[src/rtl/core/vrlp_pkg.sv]
`timescale 1ns / 1ps
// ----------------------------------------------------------------------------
// vrlp_pkg: shared types and constants
// Fixed widths, arithmetic constants and codes used by the vector RC low-pass
// filter with publish.
// ----------------------------------------------------------------------------
package vrlp_pkg;

  localparam int FRAC_W  = 16;
  localparam int AXIS_W  = 32;
  localparam int DT_W    = 16;
  localparam int FC_W    = 10;
  localparam int DTFC_W  = DT_W + FC_W;
  localparam int TPI_W   = 19;
  localparam int W_W     = 45;
  localparam int DEN_W   = 46;
  localparam int NUM_W   = W_W + FRAC_W;
  localparam int ALPHA_W = FRAC_W + 1;

  localparam int MUL_A_W = 27;
  localparam int MUL_B_W = TPI_W;
  localparam int MUL_P_W = MUL_A_W + MUL_B_W + 1;

  localparam logic [FC_W-1:0]  DEFAULT_CUTOFF = 10'd5;
  localparam logic [TPI_W-1:0] TWO_PI_Q16     = 19'd411775;
  localparam logic [DEN_W-1:0] US_SCALED      = 46'd65536000000;

  localparam logic ACT_SAMPLE  = 1'b0;
  localparam logic ACT_PUBLISH = 1'b1;

  typedef logic [2:0][AXIS_W-1:0] vec3_t;

  typedef struct packed {
    logic filt_we;
    logic pub_we;
    logic fresh_set;
    logic fresh_clr;
  } store_wr_t;

endpackage

[src/rtl/core/vrlp_mul.sv]
`timescale 1ns / 1ps
// ----------------------------------------------------------------------------
// vrlp_mul: shared multiplier
// Signed by unsigned multiplier with a registered product, reused for every
// multiplication of an item.
// ----------------------------------------------------------------------------
module vrlp_mul
  import vrlp_pkg::*;
(
  input  logic                      clk,
  input  logic signed [MUL_A_W-1:0] a,
  input  logic        [MUL_B_W-1:0] b,
  output logic signed [MUL_P_W-1:0] p
);

  always_ff @(posedge clk) begin
    p <= a * $signed({1'b0, b});
  end

endmodule

[src/rtl/core/vrlp_div.sv]
`timescale 1ns / 1ps
// ----------------------------------------------------------------------------
// vrlp_div: iterative divider for the filter coefficient
// Restoring division producing one quotient bit per cycle. The quotient is
// known to fit in ALPHA_W bits.
// ----------------------------------------------------------------------------
module vrlp_div
  import vrlp_pkg::*;
(
  input  logic               clk,
  input  logic               rst,
  input  logic               start,
  input  logic [NUM_W-1:0]   num,
  input  logic [DEN_W-1:0]   den,
  output logic               done,
  output logic [ALPHA_W-1:0] quo
);

  localparam int CNT_W = $clog2(ALPHA_W + 1);

  logic [DEN_W-1:0]   rem;
  logic [DEN_W-1:0]   dvs;
  logic [ALPHA_W-1:0] bits;
  logic [CNT_W-1:0]   cnt;
  logic               run;
  logic [DEN_W:0]     trial;
  logic               ge;

  assign trial = {rem, bits[ALPHA_W-1]};
  assign ge    = trial >= {1'b0, dvs};

  always_ff @(posedge clk) begin
    if (rst) begin
      run  <= 1'b0;
      done <= 1'b0;
    end else begin
      done <= 1'b0;
      if (start) begin
        rem  <= DEN_W'(num[NUM_W-1:ALPHA_W]);
        bits <= num[ALPHA_W-1:0];
        dvs  <= den;
        cnt  <= CNT_W'(ALPHA_W);
        run  <= 1'b1;
      end else if (run) begin
        rem  <= ge ? DEN_W'(trial - {1'b0, dvs}) : DEN_W'(trial);
        quo  <= {quo[ALPHA_W-2:0], ge};
        bits <= {bits[ALPHA_W-2:0], 1'b0};
        cnt  <= cnt - CNT_W'(1);
        if (cnt == CNT_W'(1)) begin
          run  <= 1'b0;
          done <= 1'b1;
        end
      end
    end
  end

endmodule

[src/rtl/core/vrlp_store.sv]
`timescale 1ns / 1ps
// ----------------------------------------------------------------------------
// vrlp_store: per-instance filter state
// Filtered and published vectors with row valid bits, and the fresh flags.
// Rows never written read as zero.
// ----------------------------------------------------------------------------
module vrlp_store
  import vrlp_pkg::*;
#(
  parameter int INSTANCES = 8,
  parameter int IDX_W     = 3
) (
  input  logic             clk,
  input  logic             rst,
  input  logic [IDX_W-1:0] rd_idx,
  output vec3_t            rd_filt,
  output vec3_t            rd_pub,
  output logic             rd_fresh,
  input  store_wr_t        wr,
  input  logic [IDX_W-1:0] wr_idx,
  input  vec3_t            wr_row
);

  vec3_t                filt_mem [INSTANCES];
  vec3_t                pub_mem  [INSTANCES];
  logic [INSTANCES-1:0] filt_vld;
  logic [INSTANCES-1:0] pub_vld;
  logic [INSTANCES-1:0] fresh;

  assign rd_filt  = filt_vld[rd_idx] ? filt_mem[rd_idx] : '0;
  assign rd_pub   = pub_vld[rd_idx] ? pub_mem[rd_idx] : '0;
  assign rd_fresh = fresh[rd_idx];

  always_ff @(posedge clk) begin
    if (rst) begin
      filt_vld <= '0;
      pub_vld  <= '0;
      fresh    <= '0;
    end else begin
      if (wr.filt_we) begin
        filt_mem[wr_idx] <= wr_row;
        filt_vld[wr_idx] <= 1'b1;
      end
      if (wr.pub_we) begin
        pub_mem[wr_idx] <= wr_row;
        pub_vld[wr_idx] <= 1'b1;
      end
      if (wr.fresh_set) begin
        fresh[wr_idx] <= 1'b1;
      end else if (wr.fresh_clr) begin
        fresh[wr_idx] <= 1'b0;
      end
    end
  end

endmodule

[src/rtl/core/vector_rc_lowpass_publish_top.sv]
`timescale 1ns / 1ps
// ----------------------------------------------------------------------------
// vector_rc_lowpass_publish_top: 3-axis RC low-pass filter with publish
// Per instance, filters raw samples in Q16.16 and publishes the filtered
// vector on request.
// ----------------------------------------------------------------------------
// A command beat is taken when start is high and busy is low. A sample beat
// (action 0) updates the instance's filtered vector and sets its fresh flag;
// a publish beat (action 1) copies the filtered vector to the published one
// when the flag is set, clears it, and returns the published vector.
// Each command yields exactly one result beat, marked by done for one cycle;
// the receiver must take it then, as there is no back-pressure.
// A publish, or a command for an absent instance, returns its result in the
// cycle after it is taken and busy stays low, so commands may follow back to
// back. A sample shows its result after two multiplier passes and the setup
// states S_DEN and S_NUM for the coefficient, the bit-serial divider, the
// states S_AXD to S_AXU per axis through the one shared multiplier and the
// write state S_WR; busy is high the whole time and drops as done rises.
// cutoff_hz is written with cutoff_we and should change only while idle.
// Reset clears all filter state, the fresh flags and the cutoff register.
// ----------------------------------------------------------------------------
module vector_rc_lowpass_publish_top
  import vrlp_pkg::*;
#(
  parameter int INSTANCES   = 8,
  parameter int SAMPLE_BITS = 16
) (
  input  logic                          clk,
  input  logic                          rst,
  input  logic                          cutoff_we,
  input  logic [FC_W-1:0]               cutoff_hz,
  input  logic                          start,
  output logic                          busy,
  input  logic                          action,
  input  logic [2:0]                    instance_req,
  input  logic signed [SAMPLE_BITS-1:0] raw_x,
  input  logic signed [SAMPLE_BITS-1:0] raw_y,
  input  logic signed [SAMPLE_BITS-1:0] raw_z,
  input  logic [DT_W-1:0]               dt_us,
  output logic                          done,
  output logic signed [AXIS_W-1:0]      vec_x,
  output logic signed [AXIS_W-1:0]      vec_y,
  output logic signed [AXIS_W-1:0]      vec_z,
  output logic                          took_new
);

  localparam int IDX_W  = (INSTANCES > 1) ? $clog2(INSTANCES) : 1;
  localparam int RS_W   = SAMPLE_BITS + FRAC_W;
  localparam int DW     = ((RS_W > AXIS_W) ? RS_W : AXIS_W) + 1;
  localparam int ACC_W  = DW + ALPHA_W;

  localparam logic [3:0] S_IDLE = 4'd0;
  localparam logic [3:0] S_M1   = 4'd1;
  localparam logic [3:0] S_M2   = 4'd2;
  localparam logic [3:0] S_DEN  = 4'd3;
  localparam logic [3:0] S_NUM  = 4'd4;
  localparam logic [3:0] S_DIV  = 4'd5;
  localparam logic [3:0] S_AXD  = 4'd6;
  localparam logic [3:0] S_AXL  = 4'd7;
  localparam logic [3:0] S_AXH  = 4'd8;
  localparam logic [3:0] S_AXS  = 4'd9;
  localparam logic [3:0] S_AXU  = 4'd10;
  localparam logic [3:0] S_WR   = 4'd11;

  logic [3:0]                    state;
  logic [FC_W-1:0]               cutoff;
  logic [IDX_W-1:0]              inst;
  logic signed [SAMPLE_BITS-1:0] raw [3];
  logic [DT_W-1:0]               dt;
  vec3_t                         f_row;
  vec3_t                         n_row;
  vec3_t                         out_row;
  logic [1:0]                    axis;
  logic [ALPHA_W-1:0]            alpha;
  logic [DEN_W-1:0]              den;
  logic [W_W-1:0]                w_hold;
  logic signed [DW-1:0]          d;
  logic signed [MUL_P_W-1:0]     lo;
  logic signed [ACC_W-1:0]       acc;

  logic [FC_W-1:0]               fc;
  logic [IDX_W-1:0]              idx_in;
  logic                          in_range;
  vec3_t                         rd_filt;
  vec3_t                         rd_pub;
  logic                          rd_fresh;
  store_wr_t                     wr;
  logic [IDX_W-1:0]              wr_idx;
  vec3_t                         wr_row;
  logic signed [MUL_A_W-1:0]     mul_a;
  logic        [MUL_B_W-1:0]     mul_b;
  logic signed [MUL_P_W-1:0]     mul_p;
  logic                          div_done;
  logic [ALPHA_W-1:0]            div_quo;
  logic [W_W-1:0]                w;
  logic [NUM_W-1:0]              num;
  logic signed [RS_W-1:0]        r_shift;
  logic signed [ACC_W-1:0]       nv;
  logic                          ovf;
  logic [AXIS_W-1:0]             sat_val;
  logic                          accept;

  assign busy     = state != S_IDLE;
  assign accept   = start && !busy;
  assign fc       = (cutoff == '0) ? DEFAULT_CUTOFF : cutoff;
  assign idx_in   = IDX_W'(instance_req);
  assign in_range = 32'(instance_req) < 32'(INSTANCES);
  assign vec_x    = out_row[0];
  assign vec_y    = out_row[1];
  assign vec_z    = out_row[2];

  assign w       = mul_p[W_W-1:0];
  assign num     = {w_hold, {FRAC_W{1'b0}}} + NUM_W'(den >> 1);
  assign r_shift = $signed({raw[axis], {FRAC_W{1'b0}}});
  assign nv      = ACC_W'($signed(f_row[axis])) + (acc >>> FRAC_W);
  assign ovf     = (nv[ACC_W-1:AXIS_W-1] != '0) && (nv[ACC_W-1:AXIS_W-1] != '1);
  assign sat_val = ovf ? (nv[ACC_W-1] ? {1'b1, {(AXIS_W-1){1'b0}}}
                                      : {1'b0, {(AXIS_W-1){1'b1}}})
                       : nv[AXIS_W-1:0];

  always_comb begin
    mul_a = '0;
    mul_b = '0;
    unique case (state)
      S_M1: begin
        mul_a = MUL_A_W'(dt);
        mul_b = MUL_B_W'(fc);
      end
      S_M2: begin
        mul_a = MUL_A_W'(mul_p[DTFC_W-1:0]);
        mul_b = TWO_PI_Q16;
      end
      S_AXL: begin
        mul_a = MUL_A_W'(d[FRAC_W-1:0]);
        mul_b = MUL_B_W'(alpha);
      end
      S_AXH: begin
        mul_a = MUL_A_W'($signed(d[DW-1:FRAC_W]));
        mul_b = MUL_B_W'(alpha);
      end
      default: begin
        mul_a = '0;
        mul_b = '0;
      end
    endcase
  end

  always_comb begin
    wr     = '0;
    wr_idx = inst;
    wr_row = n_row;
    if (state == S_IDLE) begin
      wr_idx = idx_in;
      wr_row = rd_filt;
      if (start && in_range && action == ACT_PUBLISH && rd_fresh) begin
        wr.pub_we    = 1'b1;
        wr.fresh_clr = 1'b1;
      end
    end else if (state == S_WR) begin
      wr.filt_we   = 1'b1;
      wr.fresh_set = 1'b1;
    end
  end

  always_ff @(posedge clk) begin
    if (rst) begin
      state    <= S_IDLE;
      cutoff   <= '0;
      done     <= 1'b0;
      took_new <= 1'b0;
    end else begin
      done     <= 1'b0;
      took_new <= 1'b0;
      if (cutoff_we) begin
        cutoff <= cutoff_hz;
      end
      unique case (state)
        S_IDLE: begin
          if (accept) begin
            if (!in_range) begin
              done    <= 1'b1;
              out_row <= '0;
            end else if (action == ACT_PUBLISH) begin
              done     <= 1'b1;
              took_new <= rd_fresh;
              out_row  <= rd_fresh ? rd_filt : rd_pub;
            end else begin
              inst   <= idx_in;
              raw[0] <= raw_x;
              raw[1] <= raw_y;
              raw[2] <= raw_z;
              dt     <= dt_us;
              f_row  <= rd_filt;
              state  <= S_M1;
            end
          end
        end
        S_M1: state <= S_M2;
        S_M2: state <= S_DEN;
        S_DEN: begin
          den    <= DEN_W'(w) + US_SCALED;
          w_hold <= w;
          state  <= S_NUM;
        end
        S_NUM: state <= S_DIV;
        S_DIV: begin
          if (div_done) begin
            alpha <= div_quo;
            axis  <= 2'd0;
            state <= S_AXD;
          end
        end
        S_AXD: begin
          d     <= DW'(r_shift) - DW'($signed(f_row[axis]));
          state <= S_AXL;
        end
        S_AXL: state <= S_AXH;
        S_AXH: begin
          lo    <= mul_p;
          state <= S_AXS;
        end
        S_AXS: begin
          acc   <= (ACC_W'(mul_p) <<< FRAC_W) + ACC_W'(lo)
                   + ACC_W'(1 << (FRAC_W - 1));
          state <= S_AXU;
        end
        S_AXU: begin
          n_row[axis] <= sat_val;
          if (axis == 2'd2) begin
            state <= S_WR;
          end else begin
            axis  <= axis + 2'd1;
            state <= S_AXD;
          end
        end
        S_WR: begin
          done    <= 1'b1;
          out_row <= n_row;
          state   <= S_IDLE;
        end
        default: state <= S_IDLE;
      endcase
    end
  end

  vrlp_mul u_mul (
    .clk (clk),
    .a   (mul_a),
    .b   (mul_b),
    .p   (mul_p)
  );

  vrlp_div u_div (
    .clk   (clk),
    .rst   (rst),
    .start (state == S_NUM),
    .num   (num),
    .den   (den),
    .done  (div_done),
    .quo   (div_quo)
  );

  vrlp_store #(
    .INSTANCES (INSTANCES),
    .IDX_W     (IDX_W)
  ) u_store (
    .clk      (clk),
    .rst      (rst),
    .rd_idx   (idx_in),
    .rd_filt  (rd_filt),
    .rd_pub   (rd_pub),
    .rd_fresh (rd_fresh),
    .wr       (wr),
    .wr_idx   (wr_idx),
    .wr_row   (wr_row)
  );

endmodule

[config.mk]
export PLATFORM = sky130hd
export DESIGN_NAME = vector_rc_lowpass_publish_top
export DESIGN_NICKNAME = d
export VERILOG_FILES = /design/src/rtl/core/vrlp_pkg.sv /design/src/rtl/core/vrlp_mul.sv /design/src/rtl/core/vrlp_div.sv /design/src/rtl/core/vrlp_store.sv /design/src/rtl/core/vector_rc_lowpass_publish_top.sv
export SDC_FILE = /design/constraint.sdc
export NUM_CORES = 2
export LEC_CHECK = 0
export BUFFER_PORTS_ARGS = -buffer_cell sky130_fd_sc_hd__buf_2
export CAP_MARGIN = 10
export CORE_UTILIZATION = 35
export CTS_CLUSTER_DIAMETER = 150
export DETAILED_ROUTE_END_ITERATION = 10
export PLACE_DENSITY = 0.47
export SLEW_MARGIN = 30
export SYNTH_ARGS = -nofsm -noshare
export SYNTH_HDL_FRONTEND = slang
export SYNTH_SLANG_ARGS = --single-unit
export TNS_END_PERCENT = 20
[constraint.sdc]
create_clock -name clk -period 12.8 [get_ports clk]
set_input_delay 2.56 -clock clk [delete_from_list [all_inputs] [get_ports clk]]
set_output_delay 2.56 -clock clk [all_outputs]
set_load 0.03 [all_outputs]
==> impl_metrics.ini <==
[setup_path]
critPathMaxStageDelay_ns = 0.88
crit_arrival_ns = 10.98
worstPathRequired_ns = 13.59
crit_start = state[3]$_SDFFE_PP0P_
rr_startpoint = state[3]$_SDFFE_PP0P_
critical_path.slowest_cell = a21o_1
path_class = flip-flop to flip-flop
cp-start-kind = flip-flop
cp-end-kind = flip-flop
path_max_fanout = 28
crit_top_cell = fa_1

[die]
start_util = 0.3522
pin_count = 181
die_area_um2 = 328600
core_area_um2 = 324300
die_h_um = 573.2
die_width_um = 573.2
row_count = 209

[drt]
wirelength_um = 355000
drtPass1Iterations = 9
ant_nets = 0
wl_per_cell_um = 27.96
drt_iter0_drc = 6104
vias = 67003
drc = 21
viasPerCell = 5.278

[global_route]
gr-total-overflow = 0
grt_pass1_vias = 67701
grt_pass1_wl_um = 502500
gr-usage-all-layers = 0.2136
antenna_found_initial = 22
grt_max_degree = 129

[synthesis]
synth_flop_cell = edfxtp_1
synth-async-reset-ratio = 0
synth_top_cell_area_share = 0.5809
avgSynthCellArea_um2 = 14.42
post_synth_num_cell_types = 88
synth_edf_count = 2209
ys_warn_count = 0
seq_area_frac_synth = 0.5968
syn-cell-area_um2 = 114200
ys_ff_latch = 2300
synthTopCellsByArea = edfxtp_1, fa_1, mux4_2
synth_fp_nets = 8811
synth_cells = 7920
netlist.top_cell.by_area = edfxtp_1

[cells_and_area]
syn_to_final_growth_pct = 13.30
fill_cells = 30249
drive_above_1_share = 0.1534
final_util = 0.3990
layout.nets = 9051

[hold_path]
hp-start = u_div.quo[16]$_DFFE_PP_
hold_path_class = flip-flop to flip-flop

[sta]
setup_viol = 0
rsz0062_at_grt = false
finalSetupTns_ns = 0
clock.fmax_ghz = 0.09822
tightestPinTransition_ns = 1.141
relSlewSlack = 0.2391
period_share = 0.7954
slew_viol_final = 0
finalCriticalPeriod_ns = 10.18
hold_ws_ns = 0.4290
finalHoldViolations = 0
setup_ws_ns = 2.619
finalClockSkew_ns = 0.09170

[run_status]
violations = design-rule violations
outcome = finished with violations

[clock_network]
cts-buffers-inserted = 266
htreeDepth = 5
postCtsSetupRepairBufs = 0
cts_buffer_depth = 4
cts_tree = done
clock-sinks = 2300
clk_pin_slew_worst_paths_ns = 0.06
root_buffer = clkbuf_16
clk_latency_ns = 0.92
hold_buffers = 0
ctsResizeCount = 0

[placement]
dpl_worst_slack_ns = 2.776
place.gp.congestion = 0.8917
dpl.hpwl_um = 224300
io_buffers = 180

[power_and_ir_drop]
vdd_ir_drop_max_mv = 0.1020
power.density_nw_per_um2 = 129.0
p_leak_nw = 47.94
power_mw = 16.69

[job]
cap_violations = 0
metrics by stage:
| stage | std cells | instance area, µm² |
|---|---|---|
| finish | 12695 | 129400 |
| global route | 12687 | 129400 |
| CTS | 12679 | 129200 |
| detailed placement | 12212 | 120800 |
| global placement | 12210 | 120700 |
| floorplan | 7920 | 114200 |
report_power, final:
| part | total, mW | leakage [nW] | switching, mW | internal, mW |
|---|---|---|---|---|
| clock | 7.46 | 4.12 | 3.18 | 4.28 |
| sequential | 8.34 | 21.0 | 0.0364 | 8.30 |
| combinational | 0.892 | 22.8 | 0.605 | 0.287 |
| total | 16.7 | 47.9 | 3.82 | 12.9 |
synthesized netlist by cell type (39+ instances only):
cell and instances:
xor2_1 85, mux2i_1 157, nor2_1 631, o21ai_0 160, buf_1 44, a22oi_1 105, a21oi_1 342, nand2_1 758
clkbuf_1 241, fa_1 521, a211oi_1 44, xnor2_1 151, nor3_1 39, ha_1 288, a21o_1 119, dfxtp_1 91
mux4_2 390, edfxtp_1 2209, nand3_1 60, inv_1 828, mux2_2 100
final cells by class:
class / count / area (µm²) / share of cell area
Clock buffer: 329 / 7048 / 0.05447
Multi-Input combinational cell: 4463 / 42040 / 0.3249
Inverter: 831 / 3122 / 0.02413
Sequential cell: 2300 / 68160 / 0.5268
Antenna cell: 11 / 27.53 / 0.0002127
Tap cell: 4325 / 5411 / 0.04182
Clock inverter: 138 / 1431 / 0.01106
Timing Repair Buffer: 298 / 2155 / 0.01665
sequential cells by signal (all words and copies together), names as in the netlist, 33 cells and up, named ones only:
signal            count
acc                  34
d                    33
den                  46
f_row                96
n_row                96
raw                  48
u_div.dvs            46
u_div.rem            46
u_mul.p              47
u_store.filt_mem    768
u_store.pub_mem     768
logic make-up after synthesis:
family / synth area share
DFF: 0.5968
and+or+nand+nor: 0.06392
buffers and inverters: 0.03862
AOI/OAI and AO/OA: 0.05906
adders and majority gates: 0.1229
muxes: 0.1005
xor gates and xnor gates: 0.01810
other: 0.00006576
cells in the final DEF (no fill, tap or decap), types with 46 or more instances in the layout:
cell type and n:
ha_1 288, inv_1 828, a21oi_1 340, fa_1 521
buf_2 176, nand3_1 59, xor2_1 85, clkbuf_16 270
clkbuf_1 52, o21ai_0 134, mux4_2 390, dfxtp_1 91
a22oi_1 104, clkinv_1 46, mux2_2 99, edfxtp_1 2209
mux2i_1 156, a21o_1 119, nor2_1 611, xnor2_1 151
nand2_1 756, buf_4 90
final timing paths:
check	to	slack, ns	cells past startpoint
setup / recovery	u_mul.p[46]$_DFF_P_	2.62	27
hold reg to reg	alpha[16]$_DFFE_PP_	0.43	0
hold / removal	alpha[16]$_DFFE_PP_	0.43	0
setup reg to reg	u_mul.p[46]$_DFF_P_	2.62	27
worst max-delay path: cells and delay by family (launching register included):
family                     cells  cell delay (ns)
xor gates and xnor gates       1             0.14
buffers and inverters          3             0.15
DFF                            1             0.67
adders and majority gates      8             3.88
AOI/OAI and AO/OA             10             3.25
and+or+nand+nor                5             2.00
routing by layer:
layer  vias to the layer above  part of all wire  track usage
met4                         6             0.035      0.06965
met3                       503             0.063      0.03819
li1                      29224                 -            -
met2                      2205              0.47       0.3440
met1                     35065              0.43       0.2923
met5                         -          0.000096            0
Note: power is estimated with default switching activity, not from simulation.
